`src/design/i2cm_pkg.sv`:
```
// ----------------------------------------------------------------------------
// i2cm_pkg: shared codes for the i2c register access master
// Bus phase codes, byte stage codes, command codes and register map.
// ----------------------------------------------------------------------------
package i2cm_pkg;

	localparam int PHASE_W = 4;
	localparam int STAGE_W = 2;

	// bus phases
	localparam logic [PHASE_W-1:0] PH_IDLE     = 4'd0;
	localparam logic [PHASE_W-1:0] PH_START_HI = 4'd1;
	localparam logic [PHASE_W-1:0] PH_START_LO = 4'd2;
	localparam logic [PHASE_W-1:0] PH_SEND_LO  = 4'd3;
	localparam logic [PHASE_W-1:0] PH_SEND_HI  = 4'd4;
	localparam logic [PHASE_W-1:0] PH_ACK_LO   = 4'd5;
	localparam logic [PHASE_W-1:0] PH_ACK_HI   = 4'd6;
	localparam logic [PHASE_W-1:0] PH_RECV_LO  = 4'd7;
	localparam logic [PHASE_W-1:0] PH_RECV_HI  = 4'd8;
	localparam logic [PHASE_W-1:0] PH_MACK_LO  = 4'd9;
	localparam logic [PHASE_W-1:0] PH_MACK_HI  = 4'd10;
	localparam logic [PHASE_W-1:0] PH_STOP_LO  = 4'd11;
	localparam logic [PHASE_W-1:0] PH_STOP_HI  = 4'd12;
	localparam logic [PHASE_W-1:0] PH_STOP_REL = 4'd13;

	// which byte of the transfer is on the wire
	localparam logic [STAGE_W-1:0] STAGE_ADDR_W = 2'd0;
	localparam logic [STAGE_W-1:0] STAGE_REG    = 2'd1;
	localparam logic [STAGE_W-1:0] STAGE_DATA   = 2'd2;
	localparam logic [STAGE_W-1:0] STAGE_ADDR_R = 2'd3;

	// commands
	localparam logic [1:0] ACT_TICK  = 2'd0;
	localparam logic [1:0] ACT_WRITE = 2'd1;
	localparam logic [1:0] ACT_READ  = 2'd2;

	// register map
	localparam logic [1:0] REG_DEV_ADDR  = 2'd0;
	localparam logic [1:0] REG_ACK_TMO   = 2'd1;
	localparam logic [1:0] REG_HOLD      = 2'd2;
	localparam logic [1:0] REG_HALF_BIT  = 2'd3;

	localparam logic [6:0] DEV_ADDR_RST = 7'd24;
	localparam logic [7:0] ACK_TMO_RST  = 8'd250;
	localparam logic [7:0] HOLD_RST     = 8'd4;
	localparam logic [7:0] HALF_BIT_RST = 8'd2;

	localparam logic [3:0] BITS_PER_BYTE = 4'd8;

endpackage

```
`src/design/i2c_master_register_access_top.sv`:
```
// ----------------------------------------------------------------------------
// i2c_master_register_access_top
// I2C master performing register writes and multi-byte register reads,
// advanced by one timing tick per input beat.
// ----------------------------------------------------------------------------
// Each input beat is either a timing tick or, while idle, a write or read
// command; it produces exactly one result beat with the SCL/SDA drives after
// that tick and the read, done and error flags. The
// bus sequencer state and the result register both update on the accepting
// edge, so a new beat is taken every cycle while the result register is
// empty or being drained. Bus timing is set entirely by the hold, half-bit
// and acknowledge timeout registers, counted in beats, not in clock cycles.
// A missing acknowledge aborts with a stop and raises ack_error with done.
module i2c_master_register_access_top
	import i2cm_pkg::*;
(
	input  logic       clk,
	input  logic       arst_n,
	// configuration
	input  logic       cfg_write,
	input  logic [1:0] cfg_index,
	input  logic [7:0] cfg_data,
	// input channel
	input  logic       in_valid,
	output logic       in_ready,
	input  logic [1:0] action,
	input  logic [7:0] reg_address,
	input  logic [7:0] write_data,
	input  logic [7:0] read_count,
	input  logic       sda_in,
	// result channel
	output logic       out_valid,
	input  logic       out_ready,
	output logic       scl_level,
	output logic       sda_level,
	output logic [7:0] read_data,
	output logic       read_valid,
	output logic       last_byte,
	output logic       done_res,
	output logic       ack_error,
	output logic       busy_res
);

	// configuration registers
	logic [6:0] dev_addr_q;
	logic [7:0] ack_tmo_q;
	logic [7:0] hold_q;
	logic [7:0] half_q;

	// sequencer state
	logic [PHASE_W-1:0] phase_q;
	logic [7:0]         tick_q;
	logic [7:0]         shift_q;
	logic [3:0]         bit_q;
	logic [7:0]         left_q;
	logic               is_read_q;
	logic [7:0]         reg_addr_q;
	logic [7:0]         wr_data_q;
	logic               scl_q;
	logic               sda_q;
	logic               err_q;
	logic [STAGE_W-1:0] stage_q;

	logic [PHASE_W-1:0] n_phase;
	logic [7:0]         n_tick;
	logic [7:0]         n_shift;
	logic [3:0]         n_bit;
	logic [7:0]         n_left;
	logic               n_is_read;
	logic [7:0]         n_reg_addr;
	logic [7:0]         n_wr_data;
	logic               n_scl;
	logic               n_sda;
	logic               n_err;
	logic [STAGE_W-1:0] n_stage;

	logic [7:0] r_data;
	logic       r_valid;
	logic       r_last;
	logic       r_done;
	logic       r_err;

	// result register
	logic       out_valid_q;
	logic       scl_out_q;
	logic       sda_out_q;
	logic [7:0] rd_out_q;
	logic       rv_out_q;
	logic       lb_out_q;
	logic       dn_out_q;
	logic       ae_out_q;
	logic       busy_out_q;

	logic       accept;
	logic [7:0] half_dur;
	logic [7:0] hold_dur;
	logic [7:0] dur;
	logic [7:0] tick_inc;
	logic [3:0] bit_inc;
	logic [7:0] recv_byte;

	function automatic logic [7:0] stage_byte(input logic [STAGE_W-1:0] stage,
			input logic [6:0] dev, input logic [7:0] ra, input logic [7:0] wd);
		logic [7:0] b;
		case (stage)
			STAGE_ADDR_W: b = {dev, 1'b0};
			STAGE_REG:    b = ra;
			STAGE_DATA:   b = wd;
			default:      b = {dev, 1'b1};
		endcase
		return b;
	endfunction

	assign in_ready = !out_valid_q || out_ready;
	assign accept   = in_valid && in_ready;

	assign half_dur  = (half_q == 8'd0) ? 8'd1 : half_q;
	assign hold_dur  = (hold_q == 8'd0) ? 8'd1 : hold_q;
	assign dur       = (phase_q inside {PH_START_HI, PH_START_LO, PH_STOP_HI, PH_STOP_REL})
		? hold_dur : half_dur;
	assign tick_inc  = tick_q + 8'd1;
	assign bit_inc   = bit_q + 4'd1;
	assign recv_byte = {shift_q[6:0], sda_in};

	always_comb begin
		logic [7:0] sb;
		n_phase    = phase_q;
		n_tick     = tick_q;
		n_shift    = shift_q;
		n_bit      = bit_q;
		n_left     = left_q;
		n_is_read  = is_read_q;
		n_reg_addr = reg_addr_q;
		n_wr_data  = wr_data_q;
		n_scl      = scl_q;
		n_sda      = sda_q;
		n_err      = err_q;
		n_stage    = stage_q;
		r_data     = 8'd0;
		r_valid    = 1'b0;
		r_last     = 1'b0;
		r_done     = 1'b0;
		r_err      = 1'b0;
		sb         = 8'd0;

		if (phase_q == PH_IDLE) begin
			if (action == ACT_WRITE || action == ACT_READ) begin
				n_is_read  = (action == ACT_READ);
				n_reg_addr = reg_address;
				n_wr_data  = write_data;
				n_left     = (read_count == 8'd0) ? 8'd1 : read_count;
				n_err      = 1'b0;
				n_stage    = STAGE_ADDR_W;
				n_phase    = PH_START_HI;
				n_tick     = 8'd0;
				n_scl      = 1'b1;
				n_sda      = 1'b1;
			end
		end else if (phase_q == PH_ACK_HI) begin
			if (!sda_in) begin
				n_tick = 8'd0;
				case (stage_q)
					STAGE_ADDR_W: begin
						n_stage = STAGE_REG;
						sb      = stage_byte(STAGE_REG, dev_addr_q, reg_addr_q, wr_data_q);
						n_shift = sb;
						n_bit   = 4'd0;
						n_phase = PH_SEND_LO;
						n_scl   = 1'b0;
						n_sda   = sb[7];
					end
					STAGE_REG: begin
						if (is_read_q) begin
							// repeated start before the read address
							n_stage = STAGE_ADDR_R;
							n_phase = PH_START_HI;
							n_scl   = 1'b1;
							n_sda   = 1'b1;
						end else begin
							n_stage = STAGE_DATA;
							sb      = stage_byte(STAGE_DATA, dev_addr_q, reg_addr_q, wr_data_q);
							n_shift = sb;
							n_bit   = 4'd0;
							n_phase = PH_SEND_LO;
							n_scl   = 1'b0;
							n_sda   = sb[7];
						end
					end
					STAGE_DATA: begin
						n_phase = PH_STOP_LO;
						n_scl   = 1'b0;
						n_sda   = 1'b0;
					end
					default: begin
						n_shift = 8'd0;
						n_bit   = 4'd0;
						n_phase = PH_RECV_LO;
						n_scl   = 1'b0;
						n_sda   = 1'b1;
					end
				endcase
			end else if (tick_q >= ack_tmo_q) begin
				n_err   = 1'b1;
				n_phase = PH_STOP_LO;
				n_tick  = 8'd0;
				n_scl   = 1'b0;
				n_sda   = 1'b0;
			end else begin
				n_tick = tick_inc;
			end
		end else begin
			n_tick = tick_inc;
			if (tick_inc >= dur) begin
				n_tick = 8'd0;
				case (phase_q)
					PH_START_HI: begin
						n_phase = PH_START_LO;
						n_scl   = 1'b1;
						n_sda   = 1'b0;
					end
					PH_START_LO: begin
						sb      = stage_byte(stage_q, dev_addr_q, reg_addr_q, wr_data_q);
						n_shift = sb;
						n_bit   = 4'd0;
						n_phase = PH_SEND_LO;
						n_scl   = 1'b0;
						n_sda   = sb[7];
					end
					PH_SEND_LO: begin
						n_phase = PH_SEND_HI;
						n_scl   = 1'b1;
					end
					PH_SEND_HI: begin
						n_bit = bit_inc;
						if (bit_inc >= BITS_PER_BYTE) begin
							n_phase = PH_ACK_LO;
							n_scl   = 1'b0;
							n_sda   = 1'b1;
						end else begin
							n_shift = {shift_q[6:0], 1'b0};
							n_phase = PH_SEND_LO;
							n_scl   = 1'b0;
							n_sda   = shift_q[6];
						end
					end
					PH_ACK_LO: begin
						n_phase = PH_ACK_HI;
						n_scl   = 1'b1;
						n_sda   = 1'b1;
					end
					PH_RECV_LO: begin
						n_phase = PH_RECV_HI;
						n_scl   = 1'b1;
						n_sda   = 1'b1;
					end
					PH_RECV_HI: begin
						n_shift = recv_byte;
						n_bit   = bit_inc;
						if (bit_inc >= BITS_PER_BYTE) begin
							r_valid = 1'b1;
							r_data  = recv_byte;
							r_last  = (left_q <= 8'd1);
							n_phase = PH_MACK_LO;
							n_scl   = 1'b0;
							// ack every byte but the last
							n_sda   = (left_q <= 8'd1);
						end else begin
							n_phase = PH_RECV_LO;
							n_scl   = 1'b0;
							n_sda   = 1'b1;
						end
					end
					PH_MACK_LO: begin
						n_phase = PH_MACK_HI;
						n_scl   = 1'b1;
					end
					PH_MACK_HI: begin
						if (left_q <= 8'd1) begin
							n_phase = PH_STOP_LO;
							n_scl   = 1'b0;
							n_sda   = 1'b0;
						end else begin
							n_left  = left_q - 8'd1;
							n_shift = 8'd0;
							n_bit   = 4'd0;
							n_phase = PH_RECV_LO;
							n_scl   = 1'b0;
							n_sda   = 1'b1;
						end
					end
					PH_STOP_LO: begin
						n_phase = PH_STOP_HI;
						n_scl   = 1'b1;
						n_sda   = 1'b0;
					end
					PH_STOP_HI: begin
						n_phase = PH_STOP_REL;
						n_scl   = 1'b1;
						n_sda   = 1'b1;
					end
					PH_STOP_REL: begin
						r_done  = 1'b1;
						r_err   = err_q;
						n_phase = PH_IDLE;
						n_scl   = 1'b1;
						n_sda   = 1'b1;
					end
					default: begin
						n_phase = PH_IDLE;
						n_scl   = 1'b1;
						n_sda   = 1'b1;
					end
				endcase
			end
		end
	end

	always_ff @(posedge clk or negedge arst_n) begin
		if (!arst_n) begin
			dev_addr_q <= DEV_ADDR_RST;
			ack_tmo_q  <= ACK_TMO_RST;
			hold_q     <= HOLD_RST;
			half_q     <= HALF_BIT_RST;
		end else if (cfg_write) begin
			case (cfg_index)
				REG_DEV_ADDR: dev_addr_q <= cfg_data[6:0];
				REG_ACK_TMO:  ack_tmo_q  <= cfg_data;
				REG_HOLD:     hold_q     <= cfg_data;
				REG_HALF_BIT: half_q     <= cfg_data;
				default:      ;
			endcase
		end
	end

	always_ff @(posedge clk or negedge arst_n) begin
		if (!arst_n) begin
			phase_q    <= PH_IDLE;
			tick_q     <= 8'd0;
			shift_q    <= 8'd0;
			bit_q      <= 4'd0;
			left_q     <= 8'd0;
			is_read_q  <= 1'b0;
			reg_addr_q <= 8'd0;
			wr_data_q  <= 8'd0;
			scl_q      <= 1'b1;
			sda_q      <= 1'b1;
			err_q      <= 1'b0;
			stage_q    <= STAGE_ADDR_W;
		end else if (accept) begin
			phase_q    <= n_phase;
			tick_q     <= n_tick;
			shift_q    <= n_shift;
			bit_q      <= n_bit;
			left_q     <= n_left;
			is_read_q  <= n_is_read;
			reg_addr_q <= n_reg_addr;
			wr_data_q  <= n_wr_data;
			scl_q      <= n_scl;
			sda_q      <= n_sda;
			err_q      <= n_err;
			stage_q    <= n_stage;
		end
	end

	always_ff @(posedge clk or negedge arst_n) begin
		if (!arst_n) begin
			out_valid_q <= 1'b0;
		end else if (accept) begin
			out_valid_q <= 1'b1;
		end else if (out_ready) begin
			out_valid_q <= 1'b0;
		end
	end

	// result payload, loaded with every accepted beat
	always_ff @(posedge clk) begin
		if (accept) begin
			scl_out_q  <= n_scl;
			sda_out_q  <= n_sda;
			rd_out_q   <= r_data;
			rv_out_q   <= r_valid;
			lb_out_q   <= r_last;
			dn_out_q   <= r_done;
			ae_out_q   <= r_err;
			busy_out_q <= (n_phase != PH_IDLE);
		end
	end

	assign out_valid  = out_valid_q;
	assign scl_level  = scl_out_q;
	assign sda_level  = sda_out_q;
	assign read_data  = rd_out_q;
	assign read_valid = rv_out_q;
	assign last_byte  = lb_out_q;
	assign done_res   = dn_out_q;
	assign ack_error  = ae_out_q;
	assign busy_res   = busy_out_q;

`ifndef SYNTHESIS
	// an accepted beat always leaves a result waiting
	a_accept_gives_result: assert property (@(posedge clk) disable iff (!arst_n)
		accept |=> out_valid_q)
		else $error("accepted beat produced no result");

	// a stalled result holds its payload
	a_stall_holds: assert property (@(posedge clk) disable iff (!arst_n)
		out_valid_q && !out_ready |=> $stable(dn_out_q) && $stable(rd_out_q)
			&& $stable(busy_out_q))
		else $error("result changed while stalled");

	// done always returns the sequencer to idle
	a_done_not_busy: assert property (@(posedge clk) disable iff (!arst_n)
		out_valid_q && dn_out_q |-> !busy_out_q)
		else $error("done while still busy");

	// error flag only travels with done
	a_err_with_done: assert property (@(posedge clk) disable iff (!arst_n)
		out_valid_q && ae_out_q |-> dn_out_q)
		else $error("ack error without done");

	// received bytes only while the transfer is running
	a_read_busy: assert property (@(posedge clk) disable iff (!arst_n)
		out_valid_q && rv_out_q |-> busy_out_q && !dn_out_q)
		else $error("read byte outside a transfer");
`endif

endmodule

```
`config.mk`:
```
export PLATFORM = sky130hd
export DESIGN_NAME = i2c_master_register_access_top
export DESIGN_NICKNAME = d
export VERILOG_FILES = /design/src/design/i2cm_pkg.sv /design/src/design/i2c_master_register_access_top.sv
export SDC_FILE = /design/constraint.sdc
export NUM_CORES = 1
export LEC_CHECK = 0
export BUFFER_PORTS_ARGS = -buffer_cell sky130_fd_sc_hd__buf_2
export CAP_MARGIN = 25
export CORE_UTILIZATION = 44
export CTS_BUF_LIST = sky130_fd_sc_hd__clkbuf_16
export CTS_CLUSTER_DIAMETER = 200
export DETAILED_ROUTE_END_ITERATION = 8
export GPL_TIMING_DRIVEN = 0
export PLACE_DENSITY_LB_ADDON = 0.3
export SKIP_CTS_REPAIR_TIMING = 1
export SLEW_MARGIN = 40
export SYNTH_ARGS = -nofsm -noshare
export SYNTH_HDL_FRONTEND = slang
export SYNTH_SLANG_ARGS = --single-unit
```
`constraint.sdc`:
```
create_clock -name clk -period 3.1 [get_ports clk]
set_input_delay 0.62 -clock clk [delete_from_list [all_inputs] [get_ports clk]]
set_output_delay 0.62 -clock clk [all_outputs]
set_load 0.02 [all_outputs]
```
==> metrics.txt, run 1 <==
Die H=between 100 and 150 um; clock sinks=100; Final Skew=0.0110 ns; overall routing resource usage=between 20% and 30%; detailed-route via count=5029; Num CTS Buffers=9; status=finished with violations; Clk pin slew, worst setup/hold paths=0.08 ns; area of the die=14000 sq um; Tightest Hold Check Type=in2async; Starting Density=45.1%; peak supply drop=0.627 mV; Root Buffer=clkbuf_16; PortBufs=57; Bufs on Longest Clock Path=2; Crit Reg-Reg Startpoint=phase_q[3]$_DFFE_PN0P_; fmax=289 MHz; YS warnings=0; Post-synth EDFFs=15; insertion delay to the later sink of the worst-skew pair=between 0.3 and 0.4 ns; via/cell ratio=5.94; R2R Setup Slk=-0.36 ns; DRC=0; met2 Track Usage GR=between 30% and 40%; power density over the cells=917 nW/um^2; Final HPWL DP=approximately 11 mm; drt wl/cell=19.2 um; final hold slack=approximately 0.15 ns; Slew Viols, Final=0; Synth Instances=570; kind of start point of the critical path=flop; syn_area_per_cell=10.4 sq um; worst-path fanout max=7; CP Class=reg2reg; Detailed Route WL=16.2 mm; layout cells sized above 1=37.3%; post-route ant nets=0; critical path capture point type=flop; RSZ-0062 raised after global routing=true; die width=118 um; htree depth=3; first-pass detailed-route iteration total=5; WP data arrival=between 3 and 4 ns; Netlist cell types=between 70 and 80; final setup margin=-0.358 ns; period utilization=112%; initial antenna violation count=0; cell area after layout=roughly 7500 sq um; Core Box Area=13200 sq um; ant diodes=0; grt met3 use=4.58%; GR peak layer=met2; routability congestion estimate=0.931; FFs w/ async S/R, synth=between 80% and 90%; met1 Use GR=29.8%; crit path cell chain=buf_6 -> and2_4 -> a21oi_4 -> nor2_4 -> a21oi_4 -> buf_6 -> buf_6 -> mux2i_1 -> ha_1 -> a211oi_4 -> o221a_4 -> buf_4 -> o21ai_2 -> nand3_4 -> mux2_2; Synth-to-Final Area Change=25.7%; CP max-delay cell=dfrtp_1; dpl cell area=6530 sq um; register bit total from synthesis=100; syn nets=633; total power=just under 7000 uW; Final Critical Period=approximately 3.5 ns; Pleak=0.00325 uW; Max Cap Violations=0; path depth of the worst reg2reg path=15; vias in the first global route=4910; Critical R2R Capture=shift_q[3]$_DFFE_PN0P_; failing checks=setup timing; most frequent CP cell=buf_6; sequential fraction of the synthesis area=between 40% and 50%; gr ovfl total=0; First DRT Iteration DRCs=about 460; Layout Nets=729; io pins=59; Worst EP required=3.34 ns; Post-Synthesis Cell Area=between 5000 and 6000 sq um; Hold Vio Cnt, Final=0; post-place setup slack=-0.694 ns; # rows=42; worst slew pin tran=1.25 ns; slowest stage delay, CP=0.41 ns; global-route wire length before repair=25.3 mm; Synth Flop Type=dfrtp_1; Slew Limit Headroom=16.0%; Setup violations, final=46; largest net degree at the start of global routing=54; CTS tree=done
logic make-up (layout without fill, tap and decap cells):
group	after synthesis	count (layout)	synth area share (%)
XOR/XNOR	8	8	1.18
AND/OR/NAND/NOR	170	170	15.8
multiplexers	85	85	15.6
flip-flops	100	100	43.6
buffers and inverters	49	149	3.49
AO/OA/AOI/OAI	137	138	16.0
adder cells (fa/ha/maj)	21	21	4.42
layout make-up:
cell class,instances,area (sq um)
buffer,23,158
clock buffer,9,225
clock inverter,7,73.8
fill,1095,5710
inverter,25,93.8
multi-input combinational,422,3530
sequential,100,2590
tap,176,220
timing repair buffer,85,586
metrics by stage:
step	utilization (%)	setup TNS [ns]	instances
after floorplan	-	-0.0178	570
after global placement	49.2	-15.06	803
after detailed placement	49.5	-22.67	804
after CTS	51.8	-22.83	820
after global routing	56.7	-11.08	847
final	56.7	-7.86	847
flip-flops by register name, indices dropped and copies added, names as in the netlist, 2 cells and up:
signal	cells
hold_q	8
tick_q	8
stage_q	2
shift_q	7
bit_q	4
phase_q	4
dev_addr_q	7
read_data	8
left_q	8
reg_addr_q	8
ack_tmo_q	8
wr_data_q	8
half_q	8
synth_stat cells (3+ instances only):
cell	instances	area share, %
buf_4	4	0.50
a211oi_1	4	0.50
o211ai_1	9	1.1
o21ai_0	29	2.4
buf_2	6	0.50
inv_1	24	1.5
mux2i_1	25	4.2
o2bb2ai_1	8	1.2
and3_1	5	0.53
o31ai_1	4	0.50
dfrtp_1	73	31
ha_1	21	4.4
dfstp_2	12	5.3
mux2_2	60	11
a22oi_1	3	0.38
nand2b_1	8	0.84
o221ai_1	8	1.2
xor2_1	5	0.74
xnor2_1	3	0.44
nor4_1	7	0.74
nor3b_1	3	0.38
a21oi_1	30	2.5
edfxtp_1	15	7.6
nor2b_1	9	0.95
nand2_1	39	2.5
nor2_1	32	2.0
nor3_1	13	1.1
nand3_1	16	1.3
nand3b_1	4	0.50
or4_1	3	0.38
a31oi_1	11	1.2
a32oi_1	3	0.44
and2_1	13	1.4
clkbuf_1	11	0.69
power by group:
part,leakage [uW],switching (uW),internal (uW),total [uW]
Clock,0.000148,516,631,1150
Sequential,0.00118,338,1730,2060
Combinational,0.00192,1960,1700,3650
how the worst max path moves through the flow:
stage,endpoint,start,slack [ns]
6_report,shift_q[3]$_DFFE_PN0P_,phase_q[3]$_DFFE_PN0P_,-0.36
3_5_place_dp,busy_res$_DFFE_PP_,phase_q[0]$_DFFE_PN0P_,-0.69
3_3_place_gp,busy_res$_DFFE_PP_,phase_q[0]$_DFFE_PN0P_,-0.57
2_1_floorplan,busy_res$_DFFE_PP_,phase_q[2]$_DFFE_PN0P_,-0.02
5_1_grt,shift_q[3]$_DFFE_PN0P_,phase_q[3]$_DFFE_PN0P_,-0.41
4_1_cts,busy_res$_DFFE_PP_,phase_q[0]$_DFFE_PN0P_,-0.71
routing by layer:
metal	wire, um	vias up
met5	0	-
met4	337	0
met3	983	23
met2	8030	186
met1	6880	2496
li1	-	2324
worst max-delay path: cells and delay by family, from the launching register on:
kind,cells,cell delay [ns]
mux,2,0.58
flops,1,0.41
fa+ha+maj,1,0.29
compound gates,5,1.15
simple gates,3,0.38
buf+inv,4,0.52
layout by cell type (no fill, tap or decap), types with 6 or more instances in the layout:
| cell type | instances |
|---|---|
| mux2_2 | 60 |
| nand2_1 | 39 |
| buf_2 | 59 |
| and2_1 | 11 |
| o211ai_1 | 9 |
| dfrtp_1 | 73 |
| clkbuf_16 | 10 |
| edfxtp_1 | 15 |
| buf_6 | 14 |
| nand3_1 | 14 |
| nor4_1 | 6 |
| a31oi_1 | 8 |
| nor2b_1 | 9 |
| inv_1 | 24 |
| clkbuf_1 | 8 |
| nor3_1 | 10 |
| dfstp_2 | 12 |
| o2bb2ai_1 | 7 |
| ha_1 | 19 |
| buf_4 | 19 |
| nor2_1 | 29 |
| mux2i_1 | 23 |
| nand2b_1 | 7 |
| o21ai_0 | 27 |
| a21oi_1 | 26 |
| o221ai_1 | 6 |
(Power assumes the default switching activity.)
==> run 2, diff against run 1 <==
- SETUP_SLACK_MARGIN: not set -> 0.1
==> metrics.txt, run 2 (synthesis gave the netlist of run 1 again) <==
DRC=0 (unchanged); Cells after DPL=804 (unchanged); Synth-to-Final Area Change=23.2%; Final HPWL DP=11.1 mm (-1.8%); Core Box Area=13200 sq um (unchanged); PortBufs=57 (unchanged); Tightest Hold Check Type=in2async; path depth of the worst reg2reg path=11 (-4); Starting Density=45.1% (unchanged); gr ovfl total=0 (unchanged); failing checks=setup timing; insertion delay to the later sink of the worst-skew pair=0.37 ns (about the same); Final Critical Period=3.40 ns (-0.0597 ns); CTS tree=done; kind of start point of the critical path=flop; Slew Limit Headroom=29.1% (+13 points); Final Skew=0.0107 ns (-0.000242 ns); initial antenna violation count=0 (unchanged); CP max-delay cell=or4_4; area of the die=14000 sq um (unchanged); Bufs on Longest Clock Path=2 (unchanged); Clk pin slew, worst setup/hold paths=0.07 ns (about the same); period utilization=110% (-1.9 points); Worst EP required=3.19 ns (-0.15 ns); first-pass detailed-route iteration total=5 (unchanged); sequential cell area=2590 sq um (unchanged); WP data arrival=3.49 ns (-0.21 ns); slowest stage delay, CP=0.56 ns (+0.15 ns); status=finished with violations; commonest non-fill, non-tap cell in the layout=dfrtp_1; # rows=42 (unchanged); vias in the first global route=4793 (-2.4%); global-route wire length before repair=24.7 mm (-2.6%); worst-path fanout max=5 (-2); Num CTS Buffers=9 (unchanged); CP Class=reg2reg; die width=118 um (unchanged); htree depth=3 (unchanged); power density over the cells=889 nW/um^2 (-3.1%); Slew Viols, Final=0 (unchanged); Crit Reg-Reg Startpoint=hold_q[6]$_DFFE_PN0P_; largest net degree at the start of global routing=58 (+7.4%); Max Cap Violations=0 (unchanged); detailed-route via count=5017 (-0.24%); critical path capture point type=flop; overall routing resource usage=22.6% (-0.60 points); Setup violations, final=44 (-4.3%); layout cells sized above 1=36.9% (-0.34 points); ant diodes=0 (unchanged); clock sinks=100 (unchanged); Layout Nets=727 (-0.27%); most frequent cells in the layout=dfrtp_1, buf_2, mux2_2, nand2_1, nor2_1; worst slew pin tran=1.06 ns (-0.196 ns); RSZ-0062 raised after global routing=true; peak supply drop=0.562 mV (-10%); Pleak=0.00319 uW (-1.8%); Root Buffer=clkbuf_16; drt wl/cell=18.9 um (-1.5%); routability congestion estimate=0.898 (-3.6%); R2R Setup Slk=-0.30 ns (+0.06 ns); final setup margin=-0.299 ns (+0.0597 ns); io pins=59 (unchanged); footprint of the multi-input gates=3450 sq um (-2.2%); via/cell ratio=5.94 (about the same); final std cells w/o fill=845 (-0.24%); crit path cell chain=or4_4 -> nor4_4 -> nor3_1 -> a21oi_1 -> ha_1 -> nand2b_4 -> a211oi_4 -> o221ai_4 -> a311oi_2 -> a221o_1 -> o2111ai_2; Detailed Route WL=15.9 mm (-1.7%); post-route ant nets=0 (unchanged); fmax=294 MHz (+1.8%); fillers=1134 (+3.6%); Hold Vio Cnt, Final=0 (unchanged); Die H=118 um (unchanged); First DRT Iteration DRCs=343 (-26%); Critical R2R Capture=busy_res$_DFFE_PP_; post-place setup slack=-0.509 ns (+0.185 ns)
==> run 2: how the worst max path moves through the flow <==
stage                            from                 end  slack [ns]
2_1_floorplan  phase_q[2]$_DFFE_PN0P_  busy_res$_DFFE_PP_        0.03
3_3_place_gp   phase_q[0]$_DFFE_PN0P_  busy_res$_DFFE_PP_       -0.51
3_5_place_dp   phase_q[0]$_DFFE_PN0P_  busy_res$_DFFE_PP_       -0.51
4_1_cts        phase_q[0]$_DFFE_PN0P_  busy_res$_DFFE_PP_       -0.54
5_1_grt         hold_q[6]$_DFFE_PN0P_  busy_res$_DFFE_PP_       -0.40
6_report        hold_q[6]$_DFFE_PN0P_  busy_res$_DFFE_PP_       -0.30
==> run 2: layer usage <==
layer	GRT usage [%]	wire length [um]	up-vias
met3	4.01	912	41
met1	29.6	6830	2485
li1	-	-	2323
met5	0	0	-
met2	37.1	7740	168
met4	9.05	462	0
==> run 2: area by class of cell <==
class,instances,area share (%)
multi-input combinational,422,47.1
sequential,100,35.4
timing repair buffer,82,7.24
clock buffer,9,3.07
tap,176,3.00
buffer,24,2.13
inverter,25,1.28
clock inverter,7,0.802
==> run 2: per-stage QoR <==
| step | power (uW) | hold WS, ns | utilization [%] | TNS (ns) | cell area (sq um) |
|---|---|---|---|---|---|
| after floorplan | 3910 | 0.324 | - | 0 | 6000 |
| after global placement | 4530 | 0.491 | 49.3 | -14.15 | 6500 |
| after detailed placement | 4620 | 0.498 | 49.6 | -16.31 | 6550 |
| after CTS | 5740 | 0.135 | 51.8 | -17.89 | 6830 |
| after global routing | 6900 | 0.149 | 55.6 | -12.09 | 7330 |
| final | 6520 | 0.127 | 55.6 | -6.75 | 7330 |
==> run 2: where the power goes <==
| part | switching (uW) | leakage [uW] | internal [uW] |
|---|---|---|---|
| clock | 543 | 0.000140 | 557 |
| combinational | 1870 | 0.00187 | 1500 |
| sequential | 325 | 0.00118 | 1730 |
==> run 2: critical path: cells and delay by family (launching register included) <==
family,cells,cell delay [ns]
AND/OR/NAND/NOR,4,1.06
adder cells (fa/ha/maj),1,0.25
AO/OA/AOI/OAI,6,1.43
flip-flops,1,0.40
==> run 3, diff against run 2 <==
- ABC_AREA: not set -> 1
==> metrics.txt, run 3 <==
Slew Viols, Final=0 (unchanged); Logic pwr share=48.9% (-2.7 points); insertion delay to the later sink of the worst-skew pair=0.36 ns (about the same); largest net degree at the start of global routing=60 (+3.4%); register bit total from synthesis=100 (unchanged); most instantiated library cell after synthesis=nand2_1; Max Cap Violations=0 (unchanged); Cells after DPL=970 (+21%); Starting Density=45.4% (+0.25 points); Critical Path Start=phase_q[1]$_DFFE_PN0P_; Synth Instances=740 (+30%); Final Critical Period=2.86 ns (-0.543 ns); YS warnings=0 (unchanged); peak supply drop=0.581 mV (+3.5%); PortBufs=57 (unchanged); vias in the first global route=4620 (-3.6%); Clk pin slew, worst setup/hold paths=0.07 ns (about the same); detailed-route via count=5093 (+1.5%); Slew Limit Headroom=60.4% (+31 points); die width=117 um (-1.5%); NetSw=2690 uW (-1.7%); path depth of the worst reg2reg path=16 (+5); syn nets=803 (+27%); Pleak=0.00342 uW (+7.1%); period utilization=92.1% (-18 points); worst slew pin tran=0.595 ns (-0.463 ns); via/cell ratio=5.10 (-14%); Worst EP required=3.38 ns (+0.19 ns); kind of start point of the critical path=flop; first-pass detailed-route iteration total=5 (unchanged); syn_area_per_cell=7.80 sq um (-25%); Net Sw Frac=44.2% (+2.2 points); Setup violations, final=0 (-100%); Synth area leaders=dfrtp_1, nand2_1, edfxtp_1, o21ai_0, inv_1; initial antenna violation count=0 (unchanged); Seq pwr share=33.1% (+1.6 points); Crit Reg-Reg Startpoint=phase_q[1]$_DFFE_PN0P_; top cells by count, synth=nand2_1, inv_1, o21ai_0, dfrtp_1, nor2_1; global-route wire length before repair=22.9 mm (-7.1%); RSZ-0062 raised after global routing=false; post-route ant nets=0 (unchanged); ant diodes=0 (unchanged); CTS tree=done; Post-synth EDFFs=15 (unchanged); CP Class=reg2reg; Synth-to-Final Area Change=17.4%; Detailed Route WL=14.2 mm (-11%); htree depth=3 (unchanged); layout cells sized above 1=19.9% (-17 points); critical path capture point type=flop; DRC=0 (unchanged); FFs w/ async S/R, synth=85.0% (unchanged); Hold Vio Cnt, Final=0 (unchanged); Bufs on Longest Clock Path=2 (unchanged); Core Box Area=12700 sq um (-3.5%); clock sinks=100 (unchanged); Synth Flop Type=dfrtp_1; overall routing resource usage=22.3% (-0.30 points); sequential fraction of the synthesis area=44.9% (+1.4 points); critical path endpoint=left_q[0]$_DFFE_PN0P_; Die H=117 um (-1.5%); internal power=3400 uW (-10%); Root Buffer=clkbuf_16; Final HPWL DP=10.4 mm (-6.3%); area of the die=13600 sq um (-3.0%); WP data arrival=3.13 ns (-0.36 ns); io pins=59 (unchanged); fmax=350 MHz (+19%); final std cells w/o fill=998 (+18%); Final Skew=0.00657 ns (-0.00416 ns); Num CTS Buffers=9 (unchanged); commonest non-fill, non-tap cell in the layout=nand2_1; Post-Synthesis Cell Area=5770 sq um (-3.0%); gr ovfl total=0 (unchanged); Layout Nets=885 (+22%); Tightest Hold Check Type=in2async; R2R Setup Slk=0.24 ns (+0.54 ns); First DRT Iteration DRCs=343 (unchanged); # rows=41 (-2.4%); Netlist cell types=43 (-39%); Clock power frac=18.0% (+1.1 points); status=finished clean; most frequent cells in the layout=nand2_1, inv_1, o21ai_0, dfrtp_1, buf_2; Setup TNS Final=0 ns (+6.75 ns); Critical R2R Capture=left_q[0]$_DFFE_PN0P_; power density over the cells=899 nW/um^2 (+1.1%); Synth top area share=31.7% (+0.95 points); routability congestion estimate=0.886 (-1.3%); cell taking the most area after synthesis=dfrtp_1; worst-path fanout max=10 (+5); drt wl/cell=14.3 um (-24%)
## run 3: area by class of cell
type                       instances  area [sq um]
fill                            1237          5950
multi-input combinational        509          2730
sequential                       100          2600
inverter                         114           430
timing repair buffer              71           420
clock buffer                      10           250
tap                              172           215
buffer                            17          96.3
clock inverter                     5          33.8
## run 3: routing by layer
metal	GRT usage (%)	part of all wire, %	up-vias
li1	-	-	2574
met3	4.98	4.6	28
met1	30.7	48	2345
met5	0	0	-
met2	34.4	46	146
met4	8.21	2.1	0
## run 3: cell families (layout without fill, tap and decap cells)
logic type,count (synthesis),in the layout,synth area share [%]
xor+xnor,9,9,1.37
flops,100,100,44.9
fa+ha+maj,21,21,4.55
compound gates,153,153,15.0
buf+inv,131,217,8.95
simple gates,326,326,25.2
## run 3: how the worst min path moves through the flow
stage	cells past startpoint	from	slack [ns]	endpoint
after CTS	1	arst_n	0.13	out_valid$_DFFE_PN0P_
after global routing	1	arst_n	0.15	out_valid$_DFFE_PN0P_
final	1	arst_n	0.13	out_valid$_DFFE_PN0P_
after global placement	2	hold_q[0]$_DFFE_PN0P_	0.47	hold_q[0]$_DFFE_PN0P_
after floorplan	0	arst_n	0.32	ack_tmo_q[0]$_DFFE_PN0P_
after detailed placement	2	hold_q[6]$_DFFE_PN0P_	0.48	hold_q[6]$_DFFE_PN0P_
## run 3: critical path, stage by stage, from the launching register on
cell	delay (ns)
dfrtp_2	0.45
inv_2	0.08
nand2_2	0.13
nand3_2	0.12
o21ai_4	0.14
buf_6	0.17
o21ai_0	0.10
ha_1	0.31
nand2_1	0.11
nor2_4	0.16
nand4_4	0.13
nand3_4	0.14
nand3_2	0.10
a21oi_4	0.32
buf_4	0.18
nand2_1	0.05
o21ai_0	0.07
## run 3: power groups by stage
stage,sequential [uW],clock (uW),combinational (uW)
after CTS,2000,1120,2700
after global placement,2010,0,2640
after global routing,2060,1160,3360
after floorplan,1990,0,2020
final,2020,1090,2980
after detailed placement,2020,0,2680
## run 3: metrics by stage
step	utilization, %	hold slack (ns)	setup WS [ns]	total power [uW]	area [sq um]
6_report	53.2	0.129	0.245	6090	6770
5_1_grt	53.2	0.148	0.0486	6580	6770
4_1_cts	51.8	0.131	-0.433	5820	6590
3_5_place_dp	49.6	0.478	-0.428	4700	6310
3_3_place_gp	49.3	0.466	-0.383	4650	6270
2_1_floorplan	-	0.324	0.333	4010	5770
